### src/u8r_pkg.sv
// ----------------------------------------------------------------------------
// u8r_pkg
// Shared types and constants for the UTF-8 repair stream: item formats,
// sequence tracking state and output queue sizing.
// ----------------------------------------------------------------------------
package u8r_pkg;

    typedef struct packed {
        logic [7:0] in_byte;
        logic       string_last;
    } in_item_t;

    typedef struct packed {
        logic [7:0] out_byte;
        logic       run_last;
        logic       string_end;
    } out_item_t;

    typedef struct packed {
        logic [1:0]  pend_count;
        logic [2:0]  exp_len;
        logic [20:0] acc;
    } seq_state_t;

    localparam logic [7:0]  REPL_RESET = 8'h5F;

    localparam logic [2:0]  LEN2 = 3'd2;
    localparam logic [2:0]  LEN3 = 3'd3;
    localparam logic [2:0]  LEN4 = 3'd4;

    localparam logic [20:0] MIN_LEN2   = 21'h00080;
    localparam logic [20:0] MIN_LEN3   = 21'h00800;
    localparam logic [20:0] MIN_LEN4   = 21'h10000;
    localparam logic [20:0] CP_MAX     = 21'h10FFFF;
    localparam logic [20:0] SURR_FIRST = 21'h0D800;
    localparam logic [20:0] SURR_LAST  = 21'h0DFFF;

    localparam int MAX_RES   = 4;
    localparam int RES_CNT_W = 3;
    localparam int PEND_DEPTH = 3;

    localparam int QDEPTH      = 8;
    localparam int QPTR_W      = 3;
    localparam int QCNT_W      = 4;
    localparam int QSTALL_LEVEL = QDEPTH - MAX_RES;

endpackage

### src/u8r_step.sv
// ----------------------------------------------------------------------------
// u8r_step
// Next-state and result logic for one input byte: sequence buffering,
// validation of complete sequences, replacement of bad bytes and flushing at
// the end of a string.
// ----------------------------------------------------------------------------
module u8r_step
(
    input  u8r_pkg::in_item_t   item,
    input  logic [7:0]          repl,
    input  u8r_pkg::seq_state_t cur_state,
    input  logic [7:0]          cur_pend [u8r_pkg::PEND_DEPTH],
    output u8r_pkg::seq_state_t next_state,
    output logic [7:0]          next_pend [u8r_pkg::PEND_DEPTH],
    output logic [u8r_pkg::RES_CNT_W-1:0] res_count,
    output u8r_pkg::out_item_t  res_items [u8r_pkg::MAX_RES]
);

    logic [7:0]                    b;
    logic [20:0]                   cp;
    logic [20:0]                   minimum;
    logic                          cp_bad;
    logic                          do_fresh;
    logic [u8r_pkg::RES_CNT_W-1:0] n;
    logic [7:0]                    res_buf [u8r_pkg::MAX_RES];
    u8r_pkg::seq_state_t           s;

    assign b  = item.in_byte;
    assign cp = {cur_state.acc[14:0], b[5:0]};

    always_comb
    begin
        case (cur_state.exp_len)
            u8r_pkg::LEN2: minimum = u8r_pkg::MIN_LEN2;
            u8r_pkg::LEN3: minimum = u8r_pkg::MIN_LEN3;
            default:       minimum = u8r_pkg::MIN_LEN4;
        endcase
        cp_bad = (cp < minimum) || (cp > u8r_pkg::CP_MAX) ||
                 ((cp >= u8r_pkg::SURR_FIRST) && (cp <= u8r_pkg::SURR_LAST));
    end

    always_comb
    begin
        n         = '0;
        s         = cur_state;
        next_pend = cur_pend;
        do_fresh  = 1'b0;
        for (int k = 0; k < u8r_pkg::MAX_RES; k++)
        begin
            res_buf[k] = repl;
        end

        if (cur_state.pend_count != 2'd0)
        begin
            if (b[7:6] == 2'b10)
            begin
                if (({1'b0, s.pend_count} + 3'd1) < s.exp_len)
                begin
                    if (s.pend_count < 2'd3)
                    begin
                        next_pend[s.pend_count] = b;
                    end
                    s.pend_count = s.pend_count + 2'd1;
                    s.acc        = cp;
                end
                else
                begin
                    if (cp_bad)
                    begin
                        res_buf[n[1:0]] = repl;
                        n = n + 3'd1;
                    end
                    else
                    begin
                        for (int k = 0; k < u8r_pkg::PEND_DEPTH; k++)
                        begin
                            if (2'(k) < s.pend_count)
                            begin
                                res_buf[n[1:0]] = cur_pend[k];
                                n = n + 3'd1;
                            end
                        end
                        if (n < 3'(u8r_pkg::MAX_RES))
                        begin
                            res_buf[n[1:0]] = b;
                            n = n + 3'd1;
                        end
                    end
                    s = '0;
                end
            end
            else
            begin
                for (int k = 0; k < u8r_pkg::PEND_DEPTH; k++)
                begin
                    if (2'(k) < s.pend_count)
                    begin
                        res_buf[n[1:0]] = repl;
                        n = n + 3'd1;
                    end
                end
                s        = '0;
                do_fresh = 1'b1;
            end
        end
        else
        begin
            do_fresh = 1'b1;
        end

        if (do_fresh)
        begin
            if (b[7] == 1'b0)
            begin
                res_buf[n[1:0]] = b;
                n = n + 3'd1;
            end
            else if (b[7:5] == 3'b110)
            begin
                next_pend[0] = b;
                s.pend_count = 2'd1;
                s.exp_len    = u8r_pkg::LEN2;
                s.acc        = {16'd0, b[4:0]};
            end
            else if (b[7:4] == 4'b1110)
            begin
                next_pend[0] = b;
                s.pend_count = 2'd1;
                s.exp_len    = u8r_pkg::LEN3;
                s.acc        = {17'd0, b[3:0]};
            end
            else if (b[7:3] == 5'b11110)
            begin
                next_pend[0] = b;
                s.pend_count = 2'd1;
                s.exp_len    = u8r_pkg::LEN4;
                s.acc        = {18'd0, b[2:0]};
            end
            else
            begin
                res_buf[n[1:0]] = repl;
                n = n + 3'd1;
            end
        end

        if (item.string_last)
        begin
            for (int k = 0; k < u8r_pkg::PEND_DEPTH; k++)
            begin
                if ((2'(k) < s.pend_count) && (n < 3'(u8r_pkg::MAX_RES)))
                begin
                    res_buf[n[1:0]] = repl;
                    n = n + 3'd1;
                end
            end
            s = '0;
        end
    end

    always_comb
    begin
        for (int k = 0; k < u8r_pkg::MAX_RES; k++)
        begin
            res_items[k].out_byte   = res_buf[k];
            res_items[k].run_last   = ((3'(k) + 3'd1) == n);
            res_items[k].string_end = ((3'(k) + 3'd1) == n) && item.string_last;
        end
    end

    assign next_state = s;
    assign res_count  = n;

endmodule

### src/u8r_queue.sv
// ----------------------------------------------------------------------------
// u8r_queue
// Output queue that takes up to four result items in one cycle and hands
// them out one per cycle while out_stall is low. It asks the input side to
// hold off while fewer than four entries are free.
// ----------------------------------------------------------------------------
module u8r_queue
(
    input  logic                          clk,
    input  logic                          rst_n,
    input  logic [u8r_pkg::RES_CNT_W-1:0] push_count,
    input  u8r_pkg::out_item_t            push_items [u8r_pkg::MAX_RES],
    output logic                          busy,
    output logic                          out_valid,
    input  logic                          out_stall,
    output u8r_pkg::out_item_t            out_item
);

    u8r_pkg::out_item_t           q_mem [u8r_pkg::QDEPTH];
    logic [u8r_pkg::QPTR_W-1:0]   wr_ptr_reg;
    logic [u8r_pkg::QPTR_W-1:0]   wr_ptr_next;
    logic [u8r_pkg::QPTR_W-1:0]   rd_ptr_reg;
    logic [u8r_pkg::QPTR_W-1:0]   rd_ptr_next;
    logic [u8r_pkg::QCNT_W-1:0]   count_reg;
    logic [u8r_pkg::QCNT_W-1:0]   count_next;
    logic                         pop;

    assign out_valid = (count_reg != '0);
    assign pop       = out_valid && !out_stall;
    assign out_item  = q_mem[rd_ptr_reg];
    assign busy      = (count_reg > u8r_pkg::QCNT_W'(u8r_pkg::QSTALL_LEVEL));

    assign wr_ptr_next = wr_ptr_reg + u8r_pkg::QPTR_W'(push_count);
    assign rd_ptr_next = rd_ptr_reg + u8r_pkg::QPTR_W'(pop);
    assign count_next  = count_reg + u8r_pkg::QCNT_W'(push_count)
                         - u8r_pkg::QCNT_W'(pop);

    always_ff @(posedge clk)
    begin
        for (int i = 0; i < u8r_pkg::MAX_RES; i++)
        begin
            if (u8r_pkg::RES_CNT_W'(i) < push_count)
            begin
                q_mem[wr_ptr_reg + u8r_pkg::QPTR_W'(i)] <= push_items[i];
            end
        end
    end

    always_ff @(posedge clk or negedge rst_n)
    begin
        if (!rst_n)
        begin
            wr_ptr_reg <= '0;
            rd_ptr_reg <= '0;
            count_reg  <= '0;
        end
        else
        begin
            wr_ptr_reg <= wr_ptr_next;
            rd_ptr_reg <= rd_ptr_next;
            count_reg  <= count_next;
        end
    end

endmodule

### src/utf8_repair_stream.sv
// ----------------------------------------------------------------------------
// utf8_repair_stream
// Streaming UTF-8 repair: passes well-formed sequences through and replaces
// bad lead bytes, stray continuations, broken and forbidden sequences.
// ----------------------------------------------------------------------------
// The input channel carries one raw byte per item with a flag on the last
// byte of a string. The output channel carries repaired bytes, each marked
// when it is the last result of its input item and when it ends the string.
// An input item may cause zero to four result items; the bytes of an open
// multi-byte sequence appear together once the sequence completes.
// The block accepts one input item per cycle while in_stall is low. Its
// results are written into an eight-entry output queue at the accepting
// edge, so out_valid is high in the next cycle; the queue drains one item
// per cycle while out_stall is low. Input stall rises while fewer than four
// queue entries are free; since a string never yields more bytes than it
// consumed, it stays low while the receiver keeps up. A stalled receiver
// holds the head item in place. The replacement byte is to be written over
// the configuration port while the block is idle; the block does not enforce
// this. Reset empties the queue, closes any open sequence and sets the replacement byte to underscore.
// ----------------------------------------------------------------------------
module utf8_repair_stream
(
    input  logic                clk,
    input  logic                rst_n,
    input  logic                in_valid,
    output logic                in_stall,
    input  u8r_pkg::in_item_t   in_item,
    output logic                out_valid,
    input  logic                out_stall,
    output u8r_pkg::out_item_t  out_item,
    input  logic                cfg_wr_en,
    input  logic [7:0]          cfg_wr_data
);

    logic                          in_accept;
    logic                          queue_busy;
    logic [7:0]                    repl_reg;
    u8r_pkg::seq_state_t           seq_reg;
    u8r_pkg::seq_state_t           seq_next;
    logic [7:0]                    pend_reg  [u8r_pkg::PEND_DEPTH];
    logic [7:0]                    pend_next [u8r_pkg::PEND_DEPTH];
    logic [u8r_pkg::RES_CNT_W-1:0] res_count;
    logic [u8r_pkg::RES_CNT_W-1:0] push_count;
    u8r_pkg::out_item_t            res_items [u8r_pkg::MAX_RES];

    assign in_stall   = queue_busy;
    assign in_accept  = in_valid && !in_stall;
    assign push_count = in_accept ? res_count : '0;

    u8r_step u_step
    (
        .item       (in_item),
        .repl       (repl_reg),
        .cur_state  (seq_reg),
        .cur_pend   (pend_reg),
        .next_state (seq_next),
        .next_pend  (pend_next),
        .res_count  (res_count),
        .res_items  (res_items)
    );

    u8r_queue u_queue
    (
        .clk        (clk),
        .rst_n      (rst_n),
        .push_count (push_count),
        .push_items (res_items),
        .busy       (queue_busy),
        .out_valid  (out_valid),
        .out_stall  (out_stall),
        .out_item   (out_item)
    );

    always_ff @(posedge clk or negedge rst_n)
    begin
        if (!rst_n)
        begin
            repl_reg <= u8r_pkg::REPL_RESET;
            seq_reg  <= '0;
        end
        else
        begin
            if (cfg_wr_en)
            begin
                repl_reg <= cfg_wr_data;
            end
            if (in_accept)
            begin
                seq_reg <= seq_next;
            end
        end
    end

    always_ff @(posedge clk)
    begin
        if (in_accept)
        begin
            pend_reg <= pend_next;
        end
    end

    // A string's last byte always yields at least one result.
    assert property (@(posedge clk) disable iff (!rst_n)
        (in_accept && in_item.string_last) |-> (res_count != '0))
    else $error("last byte of a string produced no result");

    // An open sequence has buffered fewer bytes than its length.
    assert property (@(posedge clk) disable iff (!rst_n)
        (seq_reg.pend_count != 2'd0) |->
            (({1'b0, seq_reg.pend_count} < seq_reg.exp_len) &&
             ((seq_reg.exp_len == u8r_pkg::LEN2) ||
              (seq_reg.exp_len == u8r_pkg::LEN3) ||
              (seq_reg.exp_len == u8r_pkg::LEN4))))
    else $error("inconsistent open sequence state");

    // After an accepted item with results, out_valid is high on the next cycle.
    assert property (@(posedge clk) disable iff (!rst_n)
        (in_accept && (res_count != '0)) |=> out_valid)
    else $error("results were not queued");

    // Nothing is pushed while the queue holds off the input.
    assert property (@(posedge clk) disable iff (!rst_n)
        queue_busy |-> (push_count == '0))
    else $error("push while queue lacks room");

endmodule

### config.mk
export PLATFORM = sky130hd
export DESIGN_NAME = utf8_repair_stream
export DESIGN_NICKNAME = d
export VERILOG_FILES = /design/src/u8r_pkg.sv /design/src/u8r_step.sv /design/src/u8r_queue.sv /design/src/utf8_repair_stream.sv
export SDC_FILE = /design/constraint.sdc
export NUM_CORES = 1
export LEC_CHECK = 0
export ABC_AREA = 1
export ABC_CLOCK_PERIOD_IN_PS = 5100
export BUFFER_PORTS_ARGS = -buffer_cell sky130_fd_sc_hd__buf_4
export CAP_MARGIN = 10
export CORE_ASPECT_RATIO = 1.75
export CORE_UTILIZATION = 35
export DETAILED_ROUTE_END_ITERATION = 6
export PLACE_DENSITY = 0.52
export SYNTH_ARGS = -nofsm -noshare
export SYNTH_HDL_FRONTEND = slang
export SYNTH_SLANG_ARGS = --single-unit
### constraint.sdc
create_clock -name clk -period 5.1 [get_ports clk]
set_input_delay 0.255 -clock clk [delete_from_list [all_inputs] [get_ports clk]]
set_output_delay 0.255 -clock clk [all_outputs]
set_load 0.005 [all_outputs]
Yosys cells after proc, flatten, opt, wreduce, memory -nomap -nowiden --
Memory sizes are Yosys's and may differ from the RTL's. Cells that the tools add are included.
Cells by class: add/subtract/negate cells 18, magnitude comparators 41, equality and inequality tests 10, mux-type cells 138, bitwise gates (word level) 10, reductions and logical operators 27
Operator list (count):
- two-way mux 32 bit | 29
- bitwise mux 32 bit | 10
- two-way mux 26 bit | 8
- two-way mux 8 bit | 23
- demux 8 bit (select 2 bit) | 10
- two-way mux 24 bit | 5
- two-way mux 3 bit | 38
- one-hot mux 17 bit (2 select lines) | 1
- adder 3 x 1 -> 3 bit (second input constant) | 10
- greater-or-equal comparator 3 bit (second input constant) | 10
- less-than comparator 3 x 1 -> 1 bit (second input constant) | 10
- inverter 2 -> 3 bit | 10
- bitwise mux 24 bit | 1
- greater-or-equal comparator 21 x 16 -> 1 bit (second input constant) | 1
- > comparator 21 bit (second input constant) | 1
- less-or-equal comparator 21 x 16 -> 1 bit (second input constant) | 1
- less-than comparator 21 x 17 -> 1 bit | 1
- two-way mux 21 bit | 1
- logical AND 1 bit | 20
- less-than comparator 3 bit (second input constant) | 4
- two-way mux 1 bit | 11
- less-than comparator 1 x 2 -> 1 bit (first input constant) | 4
- adder 3 x 2 -> 3 bit (second input constant) | 2
- equality test 2 x 3 -> 1 bit (first input constant) | 2
- 25 further kinds | 31
Storage, ports and cells: bits in registers 68, bits in writable memories 80, input bits 22, output and inout bits 12, logic and storage cells 255, memories 1
Memories:
- u_queue.q_mem | words 8, bits a word 10, read ports 1, clocked after Yosys merged registers in 0, wr ports 4, line u8r_queue.sv:19 | u8r_pkg::out_item_t q_mem [u8r_pkg::QDEPTH];

Longest topological paths before layout --
depth in word-level cells 49, gate-level depth with buffers 41, depth with buffers taken out 39

Modules after synthesis --
From an unflattened synthesis, not the netlist that was laid out.
Second synthesis, totals: cells, all modules 2009, area, all modules 13225.2 µm²
By module, submodules not included:
- u8r_queue | instances 1, cells each 1064, area each 7100.6 µm², sequential area each 2652.5 µm²
- u8r_step | instances 1, cells each 767, area each 3972.6 µm², sequential area each 0.0 µm²
- utf8_repair_stream | instances 1, cells each 178, area each 2152.1 µm², sequential area each 1579.0 µm²

Least setup slack after synthesis --
No wires, ideal clock.
path kind reg-to-reg, start point register seq_reg[24] in the netlist's numbering, end point memory u_queue.q_mem[5][0] in the netlist's numbering, enable pin, setup time 379 ps, arrival time 4784 ps, required time 4721 ps, path slack -63 ps, stages on the path, launching flop included 34, path buffers 3, period minus slack after synthesis 5163 ps, cell sequence dfrtp_1 inv_1 ha_1 ha_1 nand3_1 and2_1 buf_2 inv_1 nand3_1 o21ai_0 nand2_1 inv_1 ha_1 clkbuf_1 inv_1 nand3_1 nand3_1 nand2_4 o211ai_1 nor2_2 nand2_2 nand2_1 inv_1 ha_1 nand3_1 nand2_1 inv_2 nand2_2 nand3_4 nand2_4 or2_2 buf_2 nand2_1 nand4_1
RTL lines:
- from (decl) | line utf8_repair_stream.sv:38 | u8r_pkg::seq_state_t seq_reg;
- from (signal assigned) | line utf8_repair_stream.sv:89 | seq_reg <= seq_next;
- to (decl) | line u8r_queue.sv:19

==> flow_metrics.env <==
export IMPL_syn_area_um2=12900
export IMPL_finalPower_mw=9.45
export IMPL_fin_skew_ns=0.0123
export IMPL_critPathSlowestCell="dfrtp_1"
export IMPL_synth_yosys_warnings=0
export IMPL_grt_pass1_wl_mm=85.8
export IMPL_ctsHtreeMaxLevel=4
export IMPL_fin_nets=2143
export IMPL_slew_headroom_pct=16.4
export IMPL_synth_top_area_share_pct=24.3
export IMPL_rsz0062_at_grt="yes"
export IMPL_syn_avg_cell_area_um2=6.62
export IMPL_gp_congestion=0.999
export IMPL_cts_tree="done"
export IMPL_ir_drop_mv=0.268
export IMPL_final_layout_size_suffix_gt1_share_pct=18.4
export IMPL_die_h_um=256
export IMPL_ys_flop_type="edfxtp_1"
export IMPL_grt_remaining_overflow=0
export IMPL_endpoint_kind="register"
export IMPL_max_cap_violations=0
export IMPL_antenna_found_initial=0
export IMPL_synth_edf_count=104
export IMPL_utilization_pct=43.7
export IMPL_start_util_pct=35.6
export IMPL_seq_area_um2=4080
export IMPL_synthTopCellsByArea="edfxtp_1, nand2_1, nand3_1, nor2_1, dfrtp_1"
export IMPL_cts_buffers=17
export IMPL_setup_worst_path_end="u_queue.q_mem[6][7]$_DFFE_PP_"
export IMPL_crit_type="reg -> reg"
export IMPL_place_inst=2517
export IMPL_cp_arrival_ns=5.21
export IMPL_clk_pin_slew_ns=0.07
export IMPL_syn_inst=1943
export IMPL_design_die_area_um2=37600
export IMPL_multi_input_area_um2=7820
export IMPL_finalSetupTns_ns=0
export IMPL_critPathRequiredTime_ns=5.31
export IMPL_die_width_um=147
export IMPL_pin_count=34
export IMPL_totalWireLength_mm=58.4
export IMPL_ys_ff_latch=142
export IMPL_core_area_um2=36100
export IMPL_syn2layout_area_growth_pct=22.7
export IMPL_drc_errors=3
export IMPL_clkSinkCount=142
export IMPL_setup_viol=0
export IMPL_port_buffers=33
export IMPL_synth_net_count=1999
export IMPL_failed_checks="design-rule violations"
export IMPL_grt_max_degree=51
export IMPL_r2r_end="u_queue.q_mem[6][7]$_DFFE_PP_"
export IMPL_fmax_mhz=200
export IMPL_status="finished with violations"
export IMPL_cpPeakStageDelay_ns=0.39
export IMPL_finalHoldViolCount=0
export IMPL_synth_async_sr_flop_share_pct=26.8
export IMPL_p_leak_nw=7.29
export IMPL_min_period_ns=4.99
export IMPL_p_per_area_nw_per_um2=598
export IMPL_clock_path_buffers=2
export IMPL_route_vias_total=14300
export IMPL_ys_types=60
export IMPL_finalMaxSlewViolations=0
export IMPL_grt_pass1_vias=13700
export IMPL_clk_latency_ns=0.46
export IMPL_via_per_inst=5.55
export IMPL_timing_rr_start="seq_reg[23]$_DFFE_PN0P_"
export IMPL_max_slew_worst_pin_slew_ns=1.25
export IMPL_fin_crit_sh_pct=97.9
export IMPL_finalNonFillerCells=2570
export IMPL_firstDrtPassIters=7
export IMPL_hp_class="in -> reg"
export IMPL_critPathLaunch="seq_reg[23]$_DFFE_PN0P_"
export IMPL_yosysTopAreaCell="edfxtp_1"
export IMPL_initialDrtViolationCount=1240
export IMPL_antenna_diode_count=0
export IMPL_row_count=92
export IMPL_critPathMostFrequentCell="nand2_2"
export IMPL_wl_per_cell_um=22.7
export IMPL_worstRegToRegCells=37
export IMPL_crit_path_start_kind="register"
export IMPL_reg2reg_slack_ns=0.11
export IMPL_fillers=3900
export IMPL_cp_max_fo=8
export IMPL_dp_hpwl_mm=44.7
export IMPL_antenna_left=0
export IMPL_yosysSeqAreaShare_pct=31.7
export IMPL_cts_root_buf="clkbuf_16"
export IMPL_gr_usage_all_layers_pct=30.9
[per-layer routing]
layer	vias up	global-route usage, %	share of wire [%]
met5	-	0	0
met4	0	23.0	8.4
met3	180	3.51	4.1
met2	533	57.1	53
met1	6649	31.7	35
li1	6912	-	-
[power by group]
part           internal, mW  total, mW  switching, mW
logic                  2.20       6.28           4.08
clock network         0.728       1.31          0.585
registers              1.69       1.86          0.161
total                  4.63       9.45           4.83
[logic make-up (layout without fill, tap and decap cells)]
kind of cell               after synthesis  in the layout  synth area share (%)
and+or+nand+nor                       1095           1095                  37.3
DFF                                    142            142                  31.7
xor gates and xnor gates                 8              8                 0.544
muxes                                    5              5                 0.399
AOI/OAI and AO/OA                      382            382                  17.3
adders and majority gates               34             34                  3.42
buffers and inverters                  277            434                  9.35
[per-stage QoR]
| stage | hold WS [ns] | worst slack (ns) | cell area [µm²] |
|---|---|---|---|
| detailed placement | 0.326 | 0.0705 | 14700 |
| CTS | 0.00432 | 0.0645 | 15400 |
| global route | 0.0293 | -0.122 | 15800 |
| global placement | 0.324 | 0.112 | 14700 |
| floorplan | -0.0406 | 0.0290 | 12900 |
| finish | 0.0203 | 0.106 | 15800 |
[worst max-delay path, delay by kind of cell (launching register included)]
| kind | cells | cell delay [ns] |
|---|---|---|
| AOI/OAI and AO/OA | 5 | 0.88 |
| adders and majority gates | 4 | 0.88 |
| buffers and inverters | 8 | 0.72 |
| DFF | 1 | 0.39 |
| and+or+nand+nor | 20 | 1.85 |
[worst min path at each step]
stage	start	slack, ns	cells after the start	end
4_1_cts	cfg_wr_data[7]	0.004	3	repl_reg[7]$_DFFE_PN0P_
3_3_place_gp	rst_n	0.32	1	repl_reg[5]$_DFFE_PN0P_
3_5_place_dp	rst_n	0.33	1	repl_reg[5]$_DFFE_PN0P_
2_1_floorplan	rst_n	-0.04	0	repl_reg[5]$_DFFE_PN0P_
5_1_grt	cfg_wr_data[1]	0.03	3	repl_reg[1]$_DFFE_PN1P_
6_report	cfg_wr_data[1]	0.02	3	repl_reg[1]$_DFFE_PN1P_
[Yosys cell counts, drive strengths merged (7+ instances only)]
master  instances
o221ai         12
nand3         233
edfxtp        104
nand2         484
inv           157
a21boi          7
buf            50
a21oi         101
nor3           16
ha             32
a32oi           7
o21ai         152
clkinv          7
nand4          44
nor2          310
o22ai          26
clkbuf         63
dfrtp          32
a31oi          28
o211ai         29
[cell type report]
class / count / area share, %
Clock buffer: 17 / 2.69
Clock inverter: 15 / 1.03
Inverter: 164 / 3.95
Multi-Input combinational cell: 1524 / 49.5
Sequential cell: 142 / 25.8
Tap cell: 470 / 3.72
Timing Repair Buffer: 238 / 13.3
[what timing repair did]
item / 4_1_cts / 5_1_grt
resized for setup: 0 / 74
endpoints found under the hold margin: 35 / 0
hold buffers: 4 / 0
setup buffers: 0 / 13
endpoints found under the setup margin: 0 / 162
[placed cells by master, fill, tap and decap left out, types with 17 or more instances in the layout]
master     Yosys  final
a31oi_1       28     28
nand3_2        6     17
o22ai_1       26     26
inv_2         16     22
nand3_1      225    213
clkbuf_16      0     19
o211ai_1      29     29
nand2_1      465    455
buf_4         18    204
a21oi_1      100     99
ha_1          32     26
nand2_2       12     20
nand4_1       43     43
edfxtp_1     104    104
nor2_1       296    293
inv_1        139    132
dfrtp_1       32     32
o21ai_0      135    133
Power figures use the tool's default switching activity.
